## config.mk

```make
export PLATFORM = sky130hd
export DESIGN_NAME = rgb_to_hsl_cmyk_luma
export DESIGN_NICKNAME = d
export VERILOG_FILES = /design/src/hw/rtl/rhsl_pkg.sv /design/src/hw/rtl/rhsl_div.sv /design/src/hw/rtl/rhsl_front.sv /design/src/hw/rtl/rgb_to_hsl_cmyk_luma.sv
export SDC_FILE = /design/constraint.sdc
export NUM_CORES = 2
export LEC_CHECK = 0
export BUFFER_PORTS_ARGS = -buffer_cell sky130_fd_sc_hd__buf_2
export CAP_MARGIN = 20
export CORE_MARGIN = 3
export CORE_UTILIZATION = 33
export CTS_CLUSTER_SIZE = 10
export DETAILED_ROUTE_END_ITERATION = 8
export GPL_TIMING_DRIVEN = 0
export RECOVER_POWER = 50
export SLEW_MARGIN = 5
export SYNTH_ARGS = -nofsm -noshare
export SYNTH_HDL_FRONTEND = slang
export SYNTH_HIERARCHICAL = 1
export SYNTH_SLANG_ARGS = --single-unit
```

## constraint.sdc

```tcl
create_clock -name clk_i -period 9.4 [get_ports clk_i]
set_input_delay 0.94 -clock clk_i [delete_from_list [all_inputs] [get_ports clk_i]]
set_output_delay 0.94 -clock clk_i [all_outputs]
set_load 0.01 [all_outputs]
```

## src/hw/rtl/rhsl_pkg.sv

```systemverilog
// Shared types and constants for the RGB to HSL, CMYK and luma converter.
package rhsl_pkg;

  localparam int unsigned QuoW    = 9;
  localparam int unsigned DenW    = 10;
  localparam int unsigned HueNumW = 18;
  localparam int unsigned PctNumW = 16;
  localparam int unsigned LightNumW = 17;
  localparam int unsigned LumaNumW = 19;
  localparam int unsigned ProdW   = 31;

  localparam logic [9:0]  LumaWr = 10'd299;
  localparam logic [9:0]  LumaWg = 10'd587;
  localparam logic [9:0]  LumaWb = 10'd114;
  localparam logic [LumaNumW-1:0] LumaBias = 19'd1000;
  // Reciprocals for the fixed divisors: ceil(2^23 / 255) and ceil(2^22 / 125).
  localparam logic [15:0]         Recip255 = 16'd32897;
  localparam logic [15:0]         Recip125 = 16'd33555;
  localparam logic [7:0]          DarkThresholdRst = 8'd140;

  typedef struct packed {
    logic grey;
    logic black;
    logic dark;
  } rhsl_flags_t;

  typedef struct packed {
    logic [HueNumW-1:0]   hue_n;
    logic [DenW-1:0]      hue_d;
    logic [PctNumW-1:0]   sat_n;
    logic [DenW-1:0]      sat_d;
    logic [PctNumW-1:0]   cyan_n;
    logic [PctNumW-1:0]   magenta_n;
    logic [PctNumW-1:0]   yellow_n;
    logic [DenW-1:0]      cmy_d;
    logic [PctNumW-1:0]   black_n;
    logic [LightNumW-1:0] light_n;
    logic [LumaNumW-1:0]  luma_n;
    rhsl_flags_t          flags;
  } rhsl_ops_t;

endpackage

```

## src/hw/rtl/rhsl_div.sv

```systemverilog
// Pipelined restoring divider, one quotient bit per register stage.
module rhsl_div #(
  parameter int unsigned NW = 16,
  parameter int unsigned DW = 10,
  parameter int unsigned QW = 9
) (
  input  logic          clk_i,
  input  logic [NW-1:0] num_i,
  input  logic [DW-1:0] den_i,
  output logic [QW-1:0] quo_o
);

  localparam int unsigned XW = NW + QW + DW;

  for (genvar s = 0; s < QW; s++) begin : g_stage
    localparam int unsigned Bit = QW - 1 - s;
    logic [NW-1:0] rem_p;
    logic [DW-1:0] den_p;
    logic [QW-1:0] quo_p;
    logic [XW-1:0] rem_x;
    logic [XW-1:0] den_x;
    logic          take;
    logic [QW-1:0] quo_q;

    if (s == 0) begin : g_first
      assign rem_p = num_i;
      assign den_p = den_i;
      assign quo_p = '0;
    end else begin : g_next
      assign rem_p = g_stage[s-1].g_carry.rem_q;
      assign den_p = g_stage[s-1].g_carry.den_q;
      assign quo_p = g_stage[s-1].quo_q;
    end

    assign rem_x = XW'(rem_p);
    assign den_x = XW'(den_p) << Bit;
    assign take  = (rem_x >= den_x);

    always_ff @(posedge clk_i) begin
      quo_q <= take ? (quo_p | (QW'(1) << Bit)) : quo_p;
    end

    // The last stage only needs its quotient bit.
    if (s < QW - 1) begin : g_carry
      logic [NW-1:0] rem_q;
      logic [DW-1:0] den_q;

      always_ff @(posedge clk_i) begin
        den_q <= den_p;
        rem_q <= take ? NW'(rem_x - den_x) : rem_p;
      end
    end
  end

  assign quo_o = g_stage[QW-1].quo_q;

endmodule

```

## src/hw/rtl/rhsl_front.sv

```systemverilog
// Front stages: input capture, extremes and luma sum, then divider operands.
module rhsl_front (
  input  logic             clk_i,
  input  logic             rst_ni,
  input  logic             valid_i,
  input  logic [7:0]       red_i,
  input  logic [7:0]       green_i,
  input  logic [7:0]       blue_i,
  input  logic [7:0]       dark_threshold_i,
  output logic             valid_o,
  output rhsl_pkg::rhsl_ops_t ops_o
);

  logic       v1_q, v2_q, v3_q;
  logic [7:0] r1_q, g1_q, b1_q;
  logic [7:0] r2_q, g2_q, b2_q, mx2_q, mn2_q;
  logic [rhsl_pkg::LumaNumW-1:0] luma2_q;
  logic [7:0] mx_d, mn_d;
  logic [rhsl_pkg::LumaNumW-1:0] luma_d;
  rhsl_pkg::rhsl_ops_t ops_d, ops_q;

  logic [7:0]  diff;
  logic [8:0]  sum;
  logic [8:0]  sat_q9;
  logic [10:0] hue_num;

  always_comb begin
    mx_d = r1_q;
    mn_d = r1_q;
    if (g1_q > mx_d) mx_d = g1_q;
    if (b1_q > mx_d) mx_d = b1_q;
    if (g1_q < mn_d) mn_d = g1_q;
    if (b1_q < mn_d) mn_d = b1_q;
    luma_d = rhsl_pkg::LumaBias
           + (rhsl_pkg::LumaNumW'(rhsl_pkg::LumaNumW'(rhsl_pkg::LumaWr)
                                  * rhsl_pkg::LumaNumW'(r1_q)) << 1)
           + (rhsl_pkg::LumaNumW'(rhsl_pkg::LumaNumW'(rhsl_pkg::LumaWg)
                                  * rhsl_pkg::LumaNumW'(g1_q)) << 1)
           + (rhsl_pkg::LumaNumW'(rhsl_pkg::LumaNumW'(rhsl_pkg::LumaWb)
                                  * rhsl_pkg::LumaNumW'(b1_q)) << 1);
  end

  always_comb begin
    diff = mx2_q - mn2_q;
    sum  = 9'(mx2_q) + 9'(mn2_q);
    sat_q9 = (sum > 9'd255) ? 9'(10'd510 - 10'(sum)) : sum;
    priority if (mx2_q == r2_q) begin
      hue_num = (g2_q >= b2_q) ? 11'(g2_q - b2_q)
                               : 11'(11'd6 * 11'(diff) - 11'(b2_q) + 11'(g2_q));
    end else if (mx2_q == g2_q) begin
      hue_num = 11'(11'd2 * 11'(diff) + 11'(b2_q) - 11'(r2_q));
    end else begin
      hue_num = 11'(11'd4 * 11'(diff) + 11'(r2_q) - 11'(g2_q));
    end
    ops_d.hue_n     = 18'(18'd120 * 18'(hue_num)) + 18'(diff);
    ops_d.hue_d     = {1'b0, diff, 1'b0};
    ops_d.sat_n     = 16'(16'd200 * 16'(diff)) + 16'(sat_q9);
    ops_d.sat_d     = {sat_q9, 1'b0};
    ops_d.cyan_n    = 16'(16'd200 * 16'(mx2_q - r2_q)) + 16'(mx2_q);
    ops_d.magenta_n = 16'(16'd200 * 16'(mx2_q - g2_q)) + 16'(mx2_q);
    ops_d.yellow_n  = 16'(16'd200 * 16'(mx2_q - b2_q)) + 16'(mx2_q);
    ops_d.cmy_d     = {1'b0, mx2_q, 1'b0};
    ops_d.black_n   = 16'(16'd200 * 16'(8'd255 - mx2_q)) + 16'd255;
    ops_d.light_n   = 17'(17'd200 * 17'(sum)) + 17'd510;
    ops_d.luma_n    = luma2_q;
    ops_d.flags.grey  = (diff == 8'd0);
    ops_d.flags.black = (mx2_q == 8'd0);
    ops_d.flags.dark  = (sum[8:1] < dark_threshold_i);
  end

  always_ff @(posedge clk_i or negedge rst_ni) begin
    if (!rst_ni) begin
      v1_q <= 1'b0;
      v2_q <= 1'b0;
      v3_q <= 1'b0;
    end else begin
      v1_q <= valid_i;
      v2_q <= v1_q;
      v3_q <= v2_q;
    end
  end

  always_ff @(posedge clk_i) begin
    r1_q    <= red_i;
    g1_q    <= green_i;
    b1_q    <= blue_i;
    r2_q    <= r1_q;
    g2_q    <= g1_q;
    b2_q    <= b1_q;
    mx2_q   <= mx_d;
    mn2_q   <= mn_d;
    luma2_q <= luma_d;
    ops_q   <= ops_d;
  end

  assign valid_o = v3_q;
  assign ops_o   = ops_q;

endmodule

```

## src/hw/rtl/rgb_to_hsl_cmyk_luma.sv

```systemverilog
// Top level of the pipelined RGB to HSL, CMYK and luma converter.
//
// Usage: drive red_i, green_i and blue_i and raise start for one cycle per
// pixel. A transaction is taken at each rising edge where start is high and
// busy is low. busy is always low: the pipeline takes one pixel every clock.
// Each result transaction appears on the result ports for exactly one cycle,
// marked by valid_o. Results leave in the order the pixels came in.
// Throughput is one pixel per cycle; each pixel passes through the three
// front stages, the nine stages of the restoring dividers (one quotient bit
// per stage) and the output register. Divisions by fixed constants use a
// reciprocal multiplication and then ride a delay line of the same depth as
// the dividers. The receiver cannot stall, so no result is ever held back.
// dark_threshold_i is written when dark_threshold_we_i is high; write it
// only while no pixel is in flight. Reset clears all valid bits, so nothing
// in flight survives, and loads the threshold with 140.
module rgb_to_hsl_cmyk_luma (
  input  logic       clk_i,
  input  logic       rst_ni,
  input  logic       start,
  output logic       busy,
  input  logic [7:0] red_i,
  input  logic [7:0] green_i,
  input  logic [7:0] blue_i,
  input  logic       dark_threshold_we_i,
  input  logic [7:0] dark_threshold_i,
  output logic       valid_o,
  output logic [8:0] hue_deg_o,
  output logic [6:0] sat_pct_o,
  output logic [6:0] light_pct_o,
  output logic [6:0] cyan_pct_o,
  output logic [6:0] magenta_pct_o,
  output logic [6:0] yellow_pct_o,
  output logic [6:0] black_pct_o,
  output logic [7:0] luma_o,
  output logic       is_dark_o
);

  localparam int unsigned QW = rhsl_pkg::QuoW;

  logic [7:0] thr_q;
  logic       front_valid;
  rhsl_pkg::rhsl_ops_t ops;

  // Flags, valid bits and the constant-divisor quotients ride alongside the
  // divider stages.
  logic                  dv_q [QW];
  rhsl_pkg::rhsl_flags_t fl_q [QW];
  logic [6:0]            blk_q [QW];
  logic [6:0]            lgt_q [QW];
  logic [7:0]            lum_q [QW];

  logic [QW-1:0] hue_quo, sat_quo, cyan_quo, mag_quo, yel_quo;

  logic [rhsl_pkg::ProdW-1:0] black_prod, light_prod, luma_prod;

  assign busy = 1'b0;

  always_ff @(posedge clk_i or negedge rst_ni) begin
    if (!rst_ni) begin
      thr_q <= rhsl_pkg::DarkThresholdRst;
    end else if (dark_threshold_we_i) begin
      thr_q <= dark_threshold_i;
    end
  end

  rhsl_front u_front (
    .clk_i,
    .rst_ni,
    .valid_i          (start && !busy),
    .red_i,
    .green_i,
    .blue_i,
    .dark_threshold_i (thr_q),
    .valid_o          (front_valid),
    .ops_o            (ops)
  );

  // Every division is rounded half up by dividing 2p+q by 2q.
  rhsl_div #(.NW(rhsl_pkg::HueNumW), .DW(rhsl_pkg::DenW), .QW(QW)) u_div_hue (
    .clk_i, .num_i(ops.hue_n), .den_i(ops.hue_d), .quo_o(hue_quo));
  rhsl_div #(.NW(rhsl_pkg::PctNumW), .DW(rhsl_pkg::DenW), .QW(QW)) u_div_sat (
    .clk_i, .num_i(ops.sat_n), .den_i(ops.sat_d), .quo_o(sat_quo));
  rhsl_div #(.NW(rhsl_pkg::PctNumW), .DW(rhsl_pkg::DenW), .QW(QW)) u_div_cyan (
    .clk_i, .num_i(ops.cyan_n), .den_i(ops.cmy_d), .quo_o(cyan_quo));
  rhsl_div #(.NW(rhsl_pkg::PctNumW), .DW(rhsl_pkg::DenW), .QW(QW)) u_div_mag (
    .clk_i, .num_i(ops.magenta_n), .den_i(ops.cmy_d), .quo_o(mag_quo));
  rhsl_div #(.NW(rhsl_pkg::PctNumW), .DW(rhsl_pkg::DenW), .QW(QW)) u_div_yel (
    .clk_i, .num_i(ops.yellow_n), .den_i(ops.cmy_d), .quo_o(yel_quo));

  // Fixed divisors: 510 is 2 * 255, 1020 is 4 * 255 and 2000 is 16 * 125.
  // The low numerator bits are dropped first, then the quotient by 255 or 125
  // is taken with a reciprocal that is exact over the whole numerator range.
  assign black_prod = rhsl_pkg::ProdW'(ops.black_n[15:1])
                    * rhsl_pkg::ProdW'(rhsl_pkg::Recip255);
  assign light_prod = rhsl_pkg::ProdW'(ops.light_n[16:2])
                    * rhsl_pkg::ProdW'(rhsl_pkg::Recip255);
  assign luma_prod  = rhsl_pkg::ProdW'(ops.luma_n[18:4])
                    * rhsl_pkg::ProdW'(rhsl_pkg::Recip125);

  always_ff @(posedge clk_i or negedge rst_ni) begin
    if (!rst_ni) begin
      for (int i = 0; i < QW; i++) dv_q[i] <= 1'b0;
      valid_o <= 1'b0;
    end else begin
      dv_q[0] <= front_valid;
      for (int i = 1; i < QW; i++) dv_q[i] <= dv_q[i-1];
      valid_o <= dv_q[QW-1];
    end
  end

  always_ff @(posedge clk_i) begin
    fl_q[0]  <= ops.flags;
    blk_q[0] <= black_prod[29:23];
    lgt_q[0] <= light_prod[29:23];
    lum_q[0] <= luma_prod[29:22];
    for (int i = 1; i < QW; i++) begin
      fl_q[i]  <= fl_q[i-1];
      blk_q[i] <= blk_q[i-1];
      lgt_q[i] <= lgt_q[i-1];
      lum_q[i] <= lum_q[i-1];
    end
  end

  // Grey pixels have no hue or saturation; black pixels have no C, M or Y.
  always_ff @(posedge clk_i) begin
    hue_deg_o     <= fl_q[QW-1].grey  ? 9'd0 : hue_quo;
    sat_pct_o     <= fl_q[QW-1].grey  ? 7'd0 : sat_quo[6:0];
    cyan_pct_o    <= fl_q[QW-1].black ? 7'd0 : cyan_quo[6:0];
    magenta_pct_o <= fl_q[QW-1].black ? 7'd0 : mag_quo[6:0];
    yellow_pct_o  <= fl_q[QW-1].black ? 7'd0 : yel_quo[6:0];
    black_pct_o   <= blk_q[QW-1];
    light_pct_o   <= lgt_q[QW-1];
    luma_o        <= lum_q[QW-1];
    is_dark_o     <= fl_q[QW-1].dark;
  end

  assert property (@(posedge clk_i) disable iff (!rst_ni)
    (start && !busy) |-> ##13 valid_o)
    else $error("result transaction missing at the expected latency");

  assert property (@(posedge clk_i) disable iff (!rst_ni)
    valid_o |-> (hue_deg_o <= 9'd360))
    else $error("hue out of range");

  assert property (@(posedge clk_i) disable iff (!rst_ni)
    valid_o |-> ((sat_pct_o <= 7'd100) && (light_pct_o <= 7'd100)))
    else $error("saturation or lightness out of range");

  assert property (@(posedge clk_i) disable iff (!rst_ni)
    valid_o |-> ((cyan_pct_o == 7'd0) || (magenta_pct_o == 7'd0)
                 || (yellow_pct_o == 7'd0)))
    else $error("the maximum channel must give zero ink");

endmodule

```

==> results.toml <==
[clock_tree]
path_clk_slew_ns = 0.06
cts_root_buffer = "clkbuf_16"
cts_hold_buffers = 0
cts_setup_buffers = 0
cts.htree.levels = 4
cts_tree = "built"
clk_latency_ns = 0.84
post_cts_resized = 0
cts_buffers = 204
cts_buffer_depth = 3
clock-sinks = 1733

[floorplan]
placementRows = 184
die_w_um = 510.0
die_y_um = 510.0
ios = 98
dieArea_um2 = 260100
initial_utilization = 0.3325
core_um2 = 252100

[critical_path]
path_delay_family = "adder cells"
cp-end-kind = "flip-flop"
worst-setup-path-type = "reg2reg"
reg2reg_slack_ns = 1.15
startpoint_type = "flip-flop"
r2r_end = "u_front/ops_o[166]"
critical_path_arrival_ns = 9.03
cp-startpoint = "u_front/mx2_q[0]"
cp.depth = 28
crit_path_end = "u_front/ops_o[166]"
r2r.worst_path.cells = 28
cp_num_buf_inv = 6
worst-path-max-fanout = 8
crit_top_cell = "inv_1"
slowest_delay_ns = 0.85
cpMaxStageDelayCell = "xor2_1"
r2r_start = "u_front/mx2_q[0]"
crit_required_ns = 10.18

[grt]
grt_pass1_wl_um = 286100
grt_start_max_net_pins = 22
antenna_found_initial = 3
grt_use_total = 0.1317
first_global_vias = 57770
overflow = 0

[sta]
skew_ns = 0.06851
period_needed_ns = 8.252
fmax_ghz = 0.1212
finalSetupTns_ns = 0
worst_pin_slew_ns = 1.291
period_share = 0.8779
setup_viol = 0
slew_headroom = 0.1395
maxSlewViolCount = 0
finalHoldViolCount = 0
rsz0062_at_grt = "no"

[detailed_routing]
num_vias = 56160
wl_um = 171200
final_antenna_net_count = 0
drc = 0
drt_iter0_markers = 2505
vias_per_cell = 4.688
first_pass_iters = 6
wl_per_cell_um = 14.29

[logic_synthesis]
ys_warn_count = 6
syn_inst = 8239
avgSynthCellArea_um2 = 10.17
synth_area_um2 = 83820

[final_layout]
areaGrowthSynthToFinish_pct = 12.80
drive_gt1_frac = 0.08183
layout.nets = 9932

[placement]
gp_congestion = 0.8982
io_buffers = 95
hpwl_um = 134300

[job]
cap_violations = 0

[outcome]
status = "finished clean"

[hold_path]
hold_path.class = "in2reg"
-- state kept, by name (all words and copies together) (netlist names), 128 cells and up --
name                              count
u_div_hue/g_stage.g_carry.rem_q     144
u_div_yel/g_stage.g_carry.rem_q     128
u_div_cyan/g_stage.g_carry.rem_q    128
u_front/ops_o                       135
u_div_sat/g_stage.g_carry.rem_q     128
u_div_mag/g_stage.g_carry.rem_q     128
-- layout by cell type, fill, tap and decap left out, drive strengths merged, types with 18 or more instances in the layout --
cell type	n
dfxtp	1712
ha	1137
inv	1022
a21oi	460
nor2	436
nand2	417
o21ai	394
clkbuf	304
xnor2	296
xor2	257
fa	212
mux2	179
buf	153
a21o	148
nor3	148
nor2b	140
nand3	101
o21a	86
nand4	67
nand2b	66
mux2i	66
nor4	61
a211oi	58
o21bai	44
o31ai	43
a31oi	39
o211ai	38
o41ai	38
a21boi	37
or2	33
or3	30
o31a	27
and2	25
clkinv	24
nor4b	21
dfrtp	18
-- metrics by stage --
step / hold slack (ns) / util / setup WS (ns) / cell area (um^2) / instances
6_report: 0.1899 / 0.3751 / 1.148 / 94550 / 11980
5_1_grt: 0.1050 / 0.3751 / 0.5572 / 94550 / 11980
4_1_cts: 0.003357 / 0.3751 / 0.9876 / 94550 / 11980
3_5_place_dp: 0.3121 / 0.3511 / 0.9871 / 88510 / 11690
3_3_place_gp: 0.3110 / 0.3511 / 0.7988 / 88510 / 11690
2_1_floorplan: 0.3096 / - / 2.394 / 83840 / 8245
-- worst register-to-register path, delay by kind of cell (launching register included) --
family	cells	cell delay, ns
simple gates	4	1.01
buf+inv	6	0.68
compound gates	4	0.78
xor+xnor	4	1.31
flops	1	0.39
mux	1	0.44
fa+ha+maj	9	3.61
-- metal layers --
metal  part of all wire  GRT usage
met1               0.47     0.1667
met2               0.47     0.2232
met3              0.034    0.01978
met4              0.036    0.05467
met5                  0          0
-- worst min path at each step --
stage | depth (start not counted) | end | slack, ns | from
after floorplan | 0 | black_pct_o[0] | 0.31 | blk_q[8][0]
after global placement | 0 | u_div_cyan/quo_o[6] | 0.31 | u_div_cyan/g_stage[7].quo_q[6]
after detailed placement | 0 | lum_q[2][1] | 0.31 | lum_q[1][1]
after CTS | 1 | dv_q[5] | 0.003 | rst_ni
after global routing | 1 | u_front/r1_q[7] | 0.10 | red_i[7]
final | 1 | u_front/r1_q[7] | 0.19 | red_i[7]
-- final cells by class --
type | count | area, um^2
Fill cell | 24610 | 157500
Multi-Input combinational cell | 5383 | 44610
Sequential cell | 1733 | 34800
Clock buffer | 251 | 5391
Tap cell | 3348 | 4189
Inverter | 1019 | 3825
Clock inverter | 36 | 643.1
Buffer | 110 | 603.1
Timing Repair Buffer | 96 | 481.7
Antenna cell | 2 | 5.005
Power is left out: the tool's default activity adds up to more than one toggle a clock period on the data nets, which glitch-free logic cannot reach.
